[config.mk]
export PLATFORM = sky130hd
export DESIGN_NAME = coap_option_validator
export DESIGN_NICKNAME = d
export VERILOG_FILES = /design/src/hdl/coapov_pkg.sv /design/src/hdl/coap_option_validator.sv
export SDC_FILE = /design/constraint.sdc
export NUM_CORES = 1
export LEC_CHECK = 0
export BUFFER_PORTS_ARGS = -buffer_cell sky130_fd_sc_hd__clkbuf_2
export CORE_MARGIN = 5
export CORE_UTILIZATION = 52
export CTS_CLUSTER_DIAMETER = 60
export CTS_CLUSTER_SIZE = 28
export DETAILED_ROUTE_END_ITERATION = 8
export GPL_ROUTABILITY_DRIVEN = 1
export PLACE_DENSITY_LB_ADDON = 0.12
export RECOVER_POWER = 25
export SETUP_SLACK_MARGIN = 0.1
export SLEW_MARGIN = 20
export SYNTH_ARGS = -nofsm -noshare
export SYNTH_HDL_FRONTEND = slang
export SYNTH_SLANG_ARGS = --single-unit
[constraint.sdc]
create_clock -name clock -period 2.9 [get_ports clock]
set_clock_uncertainty 0.05 [all_clocks]
set_input_delay 0.145 -clock clock [delete_from_list [all_inputs] [get_ports clock]]
set_output_delay 0.145 -clock clock [all_outputs]
set_load 0.005 [all_outputs]
[src/hdl/coapov_pkg.sv]
// Shared types, constants and the option rule table for the CoAP option validator.
package coapov_pkg;

   localparam int NUM_W     = 16;
   localparam int LEN_W     = 16;
   localparam int ERR_W     = 6;
   localparam int PRESENT_W = 19;
   localparam int SEEN_W    = 13;
   localparam int INDEX_W   = $clog2(PRESENT_W);
   localparam int SLOT_W    = $clog2(SEEN_W);
   localparam int MAXLEN_W  = 11;

   // Bit positions in the error mask
   localparam int ERR_LEN      = 0;
   localparam int ERR_CRIT_LEN = 1;
   localparam int ERR_REP      = 2;
   localparam int ERR_CRIT_REP = 3;
   localparam int ERR_UNK      = 4;
   localparam int ERR_CRIT_UNK = 5;

   typedef struct packed {
      logic [NUM_W-1:0] option_number;
      logic [LEN_W-1:0] value_length;
      logic             start_of_set;
      logic             end_of_set;
   } req_type;

   typedef struct packed {
      logic [ERR_W-1:0]     error_mask;
      logic [PRESENT_W-1:0] present_mask;
      logic                 set_done;
   } rsp_type;

   typedef struct packed {
      logic                found;
      logic [INDEX_W-1:0]  index;     // present_mask bit
      logic                min_one;   // minimum length is 1, else 0
      logic [MAXLEN_W-1:0] max_len;
      logic                no_repeat;
      logic [SLOT_W-1:0]   slot;      // seen bitmap bit
   } rule_type;

   function automatic rule_type make_rule(input int idx, input logic min_one,
                                          input int max_len, input logic no_repeat,
                                          input int slot);
      rule_type r;
      r.found     = 1'b1;
      r.index     = INDEX_W'(idx);
      r.min_one   = min_one;
      r.max_len   = MAXLEN_W'(max_len);
      r.no_repeat = no_repeat;
      r.slot      = SLOT_W'(slot);
      return r;
   endfunction

   function automatic rule_type lookup_rule(input logic [NUM_W-1:0] number);
      rule_type r;
      r = '0;
      case (number)
         16'd1:   r = make_rule( 0, 1'b0,    8, 1'b0,  0); // If-Match
         16'd3:   r = make_rule( 1, 1'b1,  255, 1'b1,  0); // Uri-Host
         16'd4:   r = make_rule( 2, 1'b1,    8, 1'b0,  0); // ETag
         16'd5:   r = make_rule( 3, 1'b0,    0, 1'b1,  1); // If-None-Match
         16'd6:   r = make_rule( 4, 1'b0,    3, 1'b1,  2); // Observe
         16'd7:   r = make_rule( 5, 1'b0,    2, 1'b1,  3); // Uri-Port
         16'd8:   r = make_rule( 6, 1'b0,  255, 1'b0,  0); // Location-Path
         16'd11:  r = make_rule( 7, 1'b0,  255, 1'b0,  0); // Uri-Path
         16'd12:  r = make_rule( 8, 1'b0,    2, 1'b1,  4); // Content-Format
         16'd14:  r = make_rule( 9, 1'b0,    4, 1'b1,  5); // Max-Age
         16'd15:  r = make_rule(10, 1'b0,  255, 1'b0,  0); // Uri-Query
         16'd17:  r = make_rule(11, 1'b0,    2, 1'b1,  6); // Accept
         16'd20:  r = make_rule(12, 1'b0,  255, 1'b0,  0); // Location-Query
         16'd23:  r = make_rule(13, 1'b0,    3, 1'b1, 12); // Block2
         16'd27:  r = make_rule(14, 1'b0,    3, 1'b1, 11); // Block1
         16'd28:  r = make_rule(15, 1'b0,    4, 1'b1, 10); // Size2
         16'd35:  r = make_rule(16, 1'b1, 1034, 1'b1,  7); // Proxy-Uri
         16'd39:  r = make_rule(17, 1'b1,  255, 1'b1,  8); // Proxy-Scheme
         16'd60:  r = make_rule(18, 1'b0,    4, 1'b1,  9); // Size1
         default: r = '0;
      endcase
      return r;
   endfunction

endpackage

[src/hdl/coap_option_validator.sv]
// CoAP option validator: per-option length, repeat and registry checks with message masks.
//
//  channel | direction | handshake          | payload
//  req     | in        | req_valid/req_stall | coapov_pkg::req_type
//  rsp     | out       | rsp_valid/rsp_stall | coapov_pkg::rsp_type
//
// One option per cycle unless rsp_stall holds; passes input register, then result register.
// The table lookup, length compare and mask update sit between the two registers.
// Synchronous active-high reset clears both valid flags and the message masks.
// A stalled result holds; the input register keeps taking transactions while the
// result register drains, and req_stall rises only when both registers are full.
module coap_option_validator (
   input  logic                clock,
   input  logic                reset,
   input  logic                req_valid,
   output logic                req_stall,
   input  coapov_pkg::req_type req_data,
   output logic                rsp_valid,
   input  logic                rsp_stall,
   output coapov_pkg::rsp_type rsp_data
);
   import coapov_pkg::*;

   logic                 s1_valid_ff, s1_valid_in;
   req_type              s1_data_ff;
   logic                 rsp_valid_ff, rsp_valid_in;
   rsp_type              rsp_data_ff, rsp_data_in;
   logic [SEEN_W-1:0]    seen_ff, seen_in;
   logic [ERR_W-1:0]     error_ff, error_in;
   logic [PRESENT_W-1:0] present_ff, present_in;

   logic                 advance;
   rule_type             rule;
   logic                 crit;
   logic                 len_bad;
   logic                 rep_hit;
   logic [SEEN_W-1:0]    seen_base;
   logic [ERR_W-1:0]     error_base, err_new;
   logic [PRESENT_W-1:0] present_base;

   // Stage 1 moves into the result register when that register is empty or draining
   assign advance   = !rsp_valid_ff || !rsp_stall;
   assign req_stall = s1_valid_ff && !advance;

   always_comb begin
      seen_base    = s1_data_ff.start_of_set ? '0 : seen_ff;
      error_base   = s1_data_ff.start_of_set ? '0 : error_ff;
      present_base = s1_data_ff.start_of_set ? '0 : present_ff;

      rule    = lookup_rule(s1_data_ff.option_number);
      crit    = s1_data_ff.option_number[0];
      len_bad = (rule.min_one && (s1_data_ff.value_length == '0)) ||
                (s1_data_ff.value_length > LEN_W'(rule.max_len));
      rep_hit = rule.no_repeat && seen_base[rule.slot];

      err_new = '0;
      if (rule.found) begin
         if (len_bad) begin
            err_new[crit ? ERR_CRIT_LEN : ERR_LEN] = 1'b1;
         end
         if (rep_hit) begin
            err_new[crit ? ERR_CRIT_REP : ERR_REP] = 1'b1;
         end
      end else begin
         err_new[crit ? ERR_CRIT_UNK : ERR_UNK] = 1'b1;
      end

      seen_in    = seen_ff;
      error_in   = error_ff;
      present_in = present_ff;
      if (s1_valid_ff && advance) begin
         error_in   = error_base | err_new;
         present_in = present_base;
         seen_in    = seen_base;
         if (rule.found) begin
            present_in = present_base | (PRESENT_W'(1) << rule.index);
         end
         if (rule.found && rule.no_repeat) begin
            seen_in = seen_base | (SEEN_W'(1) << rule.slot);
         end
      end

      rsp_data_in              = rsp_data_ff;
      rsp_valid_in             = rsp_valid_ff;
      if (advance) begin
         rsp_valid_in             = s1_valid_ff;
         rsp_data_in.error_mask   = error_base | err_new;
         rsp_data_in.present_mask = present_in;
         rsp_data_in.set_done     = s1_data_ff.end_of_set;
      end

      s1_valid_in = s1_valid_ff;
      if (!req_stall) begin
         s1_valid_in = req_valid;
      end
   end

   always_ff @(posedge clock) begin
      if (reset) begin
         s1_valid_ff  <= 1'b0;
         rsp_valid_ff <= 1'b0;
         seen_ff      <= '0;
         error_ff     <= '0;
         present_ff   <= '0;
      end else begin
         s1_valid_ff  <= s1_valid_in;
         rsp_valid_ff <= rsp_valid_in;
         seen_ff      <= seen_in;
         error_ff     <= error_in;
         present_ff   <= present_in;
      end
   end

   always_ff @(posedge clock) begin
      if (!req_stall) begin
         s1_data_ff <= req_data;
      end
      rsp_data_ff <= rsp_data_in;
   end

   assign rsp_valid = rsp_valid_ff;
   assign rsp_data  = rsp_data_ff;

   // Every non-repeatable option seen also has its own presence bit
   assert property (@(posedge clock) disable iff (reset)
      $countones(seen_ff) <= $countones(present_ff))
      else $error("seen bitmap has more bits than presence mask");

   // Without a start flag, the accumulated masks only gain bits
   assert property (@(posedge clock) disable iff (reset)
      (s1_valid_ff && advance && !s1_data_ff.start_of_set) |=>
         (((error_ff & $past(error_ff)) == $past(error_ff)) &&
          ((present_ff & $past(present_ff)) == $past(present_ff))))
      else $error("accumulated mask lost a bit without start flag");

   // A new result only comes from an item held in the input register
   assert property (@(posedge clock) disable iff (reset)
      $rose(rsp_valid_ff) |-> $past(s1_valid_ff))
      else $error("result appeared without a pending item");

   // Issued result matches the accumulated state after the update
   assert property (@(posedge clock) disable iff (reset)
      (s1_valid_ff && advance) |=>
         (rsp_data_ff.error_mask == error_ff && rsp_data_ff.present_mask == present_ff))
      else $error("result masks differ from accumulated state");

   // Input is held off only while both the input and result registers are occupied
   assert property (@(posedge clock) disable iff (reset)
      req_stall |-> (s1_valid_ff && rsp_valid_ff))
      else $error("input stalled with free space");

endmodule
==> metrics list <==
- The congestion estimate from routability-driven global placement came to 0.865.
* Ports placed on the boundary: 66
- Vias: 4,330
- Placed Instance Area: 5920 um2
- The worst-case IR drop observed on VDD is 0.393 mV.
- Ranked by total cell area, the synthesized netlist is headed by sky130_fd_sc_hd__edfxtp_1 34%, sky130_fd_sc_hd__dfxtp_1 22%, sky130_fd_sc_hd__nand2_1 3.6%.
* Combined global-route utilization of all metal layers: 0.210
- For this design, the slowest cell found on the critical path is sky130_fd_sc_hd__edfxtp_1.
- Yosys printed 0 warnings.
- The root buffer cell chosen for the clock tree is sky130_fd_sc_hd__clkbuf_8.
- Total half-perimeter wirelength after legalization and detailed placement: 8540 um
- Critical Path Source Type: flip-flop
* Final Instance Count excl. Fillers: 760
* Worst hold path startpoint: reset
- The first global-routing pass estimated 21,100 um of wire.
* Total die area: 12,500 um2
- Post-synthesis sequential area ratio: 0.551
- The finished cells cover 6890 um2.
- Most utilized layer in the global route result: met2
- The number of pins with negative max-slew slack in the final report was 0.
- Max-cap violations in this run came to 0.
- In the final layout, flip-flops and latches occupy 2960 um2.
- Share of async-settable or async-resettable flops after synthesis: 0
- Post-Syn Area: 5380 um2
- For this run, the share of the core covered by cells in the final layout is 0.677.
- Avg Vias per Cell: 5.70
- Setup violations remaining at the end of the flow were counted as 0.
- In the final layout, the share of cells above drive strength 1 is 0.220.
* Sink count of the clock tree: 118
- Minimum hold slack: 0.0535 ns
- Worst hold path cell count: 4
- Register-to-Register Path Depth: 10
- Endpoint type of the worst setup path: flip-flop
- Static power due to leakage: 2.76 nW
* Multi-input logic area: 2330 um2
* Cell accounting for the most synthesized area: sky130_fd_sc_hd__edfxtp_1
* Number of standard-cell rows in the floorplan: 37
- Flop-to-flop setup slack: 0.20 ns
* Total gr overflow: 0
- Entering global routing, the biggest net connects 31 pins.
- Number of enable-type register cells in the synthesized netlist: 60
* M3 GR Usage: 0.0505
* Final worst-path cycle share: 0.930
* Aggregate routed wire length: 12,700 um
- After clock tree synthesis, the clock-pin slew on the worst setup and hold paths is 0.06 ns.
* Detailed router's first-iteration violation count: 253
- RSZ-0062 raised after global routing: false
* Share of the synthesized area in the top cell type: 0.335
- Startpoint of the worst-slack reg-to-reg timing path: s1_data_ff[24]$_DFFE_PN_
- After filler insertion, the fill cell instance count of the layout stands at 811.
- Number of nets with antenna violations after detailed routing: 0
- Routed wirelength normalized by instance count: 16.6 um
- Synthesis produced a netlist with a net count of 543.
- Number of cells after detailed placement: 688
* Area growth, synth to finish: 28.2%
- Maximum root-to-sink buffer count: 2
- In the synthesized netlist, the number of instances is 491.
* Post-layout min period: 2.70 ns
* Router iterations before antenna repair: 5
* Max_slew headroom: 0.286
- Vias in the first global route: 4,363
* CTS tree: yes
* TritonCTS buffer count: 17
- Clock insertion delay at the later pin of the skew report: 0.52 ns
* Core region area: 10,200 um2
- Port buffering added 65 buffers.
- Maximum fanout along the worst path: 5
* # H-tree levels: 4
- The synthesized design contains 118 register bits.
* Cell breakdown of the critical path: nor4_4 -> and3_4 -> buf_4 -> buf_4 -> nand2_1 -> ha_2 -> nand2_1 -> nor4_4 -> o311ai_4 -> a32o_2
- CP Data Arrival Time: 2.92 ns
* Highest attainable clock frequency: 0.371 GHz
- Outcome: finished, final reports clean
- From left edge to right edge, the die measures 112 um.
- Syn_area_per_cell: 10.9 um2
- Number of antenna violations at the first check in global routing: 0
- In this run, distinct cell masters in the synthesized netlist total 68.
* Worst path max stage delay: 0.42 ns
* Hold Path Class: in -> reg
- The critical path is of the reg -> reg type.
* Endpoint of the worst-slack reg-to-reg timing path: rsp_data[21]$_DFFE_PP_
* DRC violation count after routing: 0
* Endpoints failing hold: 0
- Hold Path End: seen_ff[6]$_SDFFE_PP0P_
- Required time at the worst-slack endpoint: 3.12 ns
- Met2 global-route usage: 0.341
- Measured along the y axis, the die boundary spans 112 um.
- The most used flip-flop cell after synthesis is sky130_fd_sc_hd__edfxtp_1.
- At the pin with the least slew margin, the transition time is 1.07 ns.
- GR Layer Usage met1: 0.263
- Number of nets in the finished design: 663
- For this configuration, the core starts out at a cell density of 0.528.
- Final antenna diode count: 0
* Total power density per cell area: 577 nW/um2
how the worst max path moves through the flow:
stage                             start  depth (start not counted)                endpoint
5_1_grt        s1_valid_ff$_SDFFE_PP0N_                          7               flip-flop
2_1_floorplan    rsp_valid$_SDFFE_PP0P_                          9               flip-flop
4_1_cts        s1_data_ff[33]$_DFFE_PN_                          9  rsp_data[21]$_DFFE_PP_
3_5_place_dp   s1_data_ff[33]$_DFFE_PN_                          9  rsp_data[21]$_DFFE_PP_
6_report       s1_data_ff[24]$_DFFE_PN_                         10  rsp_data[21]$_DFFE_PP_
3_3_place_gp   s1_data_ff[33]$_DFFE_PN_                          9  rsp_data[20]$_DFFE_PP_
through the flow:
| stage | setup slack [ns] | TNS [ns] | total power, mW |
|---|---|---|---|
| finish | 0.203 | 0 | 3.98 |
| global route | 0.0659 | 0 | 4.15 |
| CTS | 0.131 | 0 | 4.00 |
| detailed placement | -0.00834 | -0.0103 | 2.17 |
| global placement | 0.0339 | 0 | 2.17 |
| floorplan | 0.123 | 0 | 2.05 |
what timing repair did:
item | CTS | global route
endpoints found under the hold margin | 36 | 0
setup endpoints to repair | 4 | 4
gates resized for setup | 2 | 13
hold buffers | 36 | 0
pin swaps | 0 | 7
setup buffers | 0 | 4
power by group:
part	switching [mW]	total [mW]	internal, mW
sequential	0.0505	1.87	1.82
clock	0.677	1.79	1.11
combinational	0.175	0.320	0.145
total	0.903	3.98	3.07
cells by family (layout without fill, tap and decap cells):
logic type / count (synthesis) / in the layout / share of synthesized area
and+or+nand+nor: 178 / 178 / 0.178
AOI/OAI and AO/OA: 122 / 122 / 0.169
DFF: 118 / 118 / 0.551
buffers and inverters: 41 / 174 / 0.0316
muxes: 16 / 16 / 0.0340
adders and majority gates: 14 / 14 / 0.0326
xor gates and xnor gates: 2 / 2 / 0.00326
cells in the final DEF (no fill, tap or decap), types with 6 or more instances in the layout:
cell type	synthesis	final
sky130_fd_sc_hd__nand4_1	9	9
sky130_fd_sc_hd__nor2_1	32	32
sky130_fd_sc_hd__mux2i_1	9	9
sky130_fd_sc_hd__nor3_1	13	11
sky130_fd_sc_hd__nand3_1	10	11
sky130_fd_sc_hd__nand3b_1	6	6
sky130_fd_sc_hd__a22o_1	20	20
sky130_fd_sc_hd__o31ai_1	13	13
sky130_fd_sc_hd__nand2_1	51	50
sky130_fd_sc_hd__o21ai_0	22	21
sky130_fd_sc_hd__dlygate4sd3_1	0	36
sky130_fd_sc_hd__a21oi_1	14	14
sky130_fd_sc_hd__nor2b_1	14	14
sky130_fd_sc_hd__inv_1	15	15
sky130_fd_sc_hd__clkbuf_16	0	16
sky130_fd_sc_hd__nand2b_1	6	6
sky130_fd_sc_hd__buf_4	0	23
sky130_fd_sc_hd__clkbuf_2	0	59
sky130_fd_sc_hd__ha_1	14	11
sky130_fd_sc_hd__clkbuf_1	13	15
sky130_fd_sc_hd__edfxtp_1	60	60
sky130_fd_sc_hd__and2_1	6	6
sky130_fd_sc_hd__dfxtp_1	58	58
synth_stat cells (3+ instances only):
cell                       count
sky130_fd_sc_hd__a211oi_1      3
sky130_fd_sc_hd__a21boi_0      4
sky130_fd_sc_hd__a21oi_1      14
sky130_fd_sc_hd__a22o_1       20
sky130_fd_sc_hd__a311oi_1      3
sky130_fd_sc_hd__a32o_1        5
sky130_fd_sc_hd__a32oi_1       3
sky130_fd_sc_hd__and2_1        6
sky130_fd_sc_hd__and3_1        5
sky130_fd_sc_hd__and4_1        5
sky130_fd_sc_hd__buf_2        11
sky130_fd_sc_hd__clkbuf_1     13
sky130_fd_sc_hd__dfxtp_1      58
sky130_fd_sc_hd__edfxtp_1     60
sky130_fd_sc_hd__ha_1         14
sky130_fd_sc_hd__inv_1        15
sky130_fd_sc_hd__mux2_2        5
sky130_fd_sc_hd__mux2i_1       9
sky130_fd_sc_hd__nand2_1      51
sky130_fd_sc_hd__nand2b_1      6
sky130_fd_sc_hd__nand3_1      10
sky130_fd_sc_hd__nand3b_1      6
sky130_fd_sc_hd__nand4_1       9
sky130_fd_sc_hd__nor2_1       32
sky130_fd_sc_hd__nor2b_1      14
sky130_fd_sc_hd__nor3_1       13
sky130_fd_sc_hd__nor4_1        4
sky130_fd_sc_hd__o211ai_1      4
sky130_fd_sc_hd__o21ai_0      22
sky130_fd_sc_hd__o21ai_1       3
sky130_fd_sc_hd__o311ai_0      4
sky130_fd_sc_hd__o31ai_1      13
critical path: cells and delay by family (launching register included):
kind / cells / cell delay [ns]
AOI/OAI and AO/OA: 2 / 0.44
and+or+nand+nor: 5 / 0.98
DFF: 1 / 0.42
adders and majority gates: 1 / 0.34
buffers and inverters: 2 / 0.21
layout make-up:
class	count	share of cell area
multi-input combinational	332	0.338
inverter	16	0.00908
tap	136	0.0247
sequential	118	0.430
clock inverter	5	0.00381
timing repair buffer	126	0.125
clock buffer	27	0.0699
layer usage:
layer / part of all wire / wire length, um / up-vias
li1: - / - / 2102
met1: 0.43 / 5410 / 2059
met2: 0.49 / 6200 / 139
met3: 0.056 / 714 / 30
met4: 0.026 / 325 / 0
met5: 0 / 0 / -
Power figures use the tool's default switching activity.
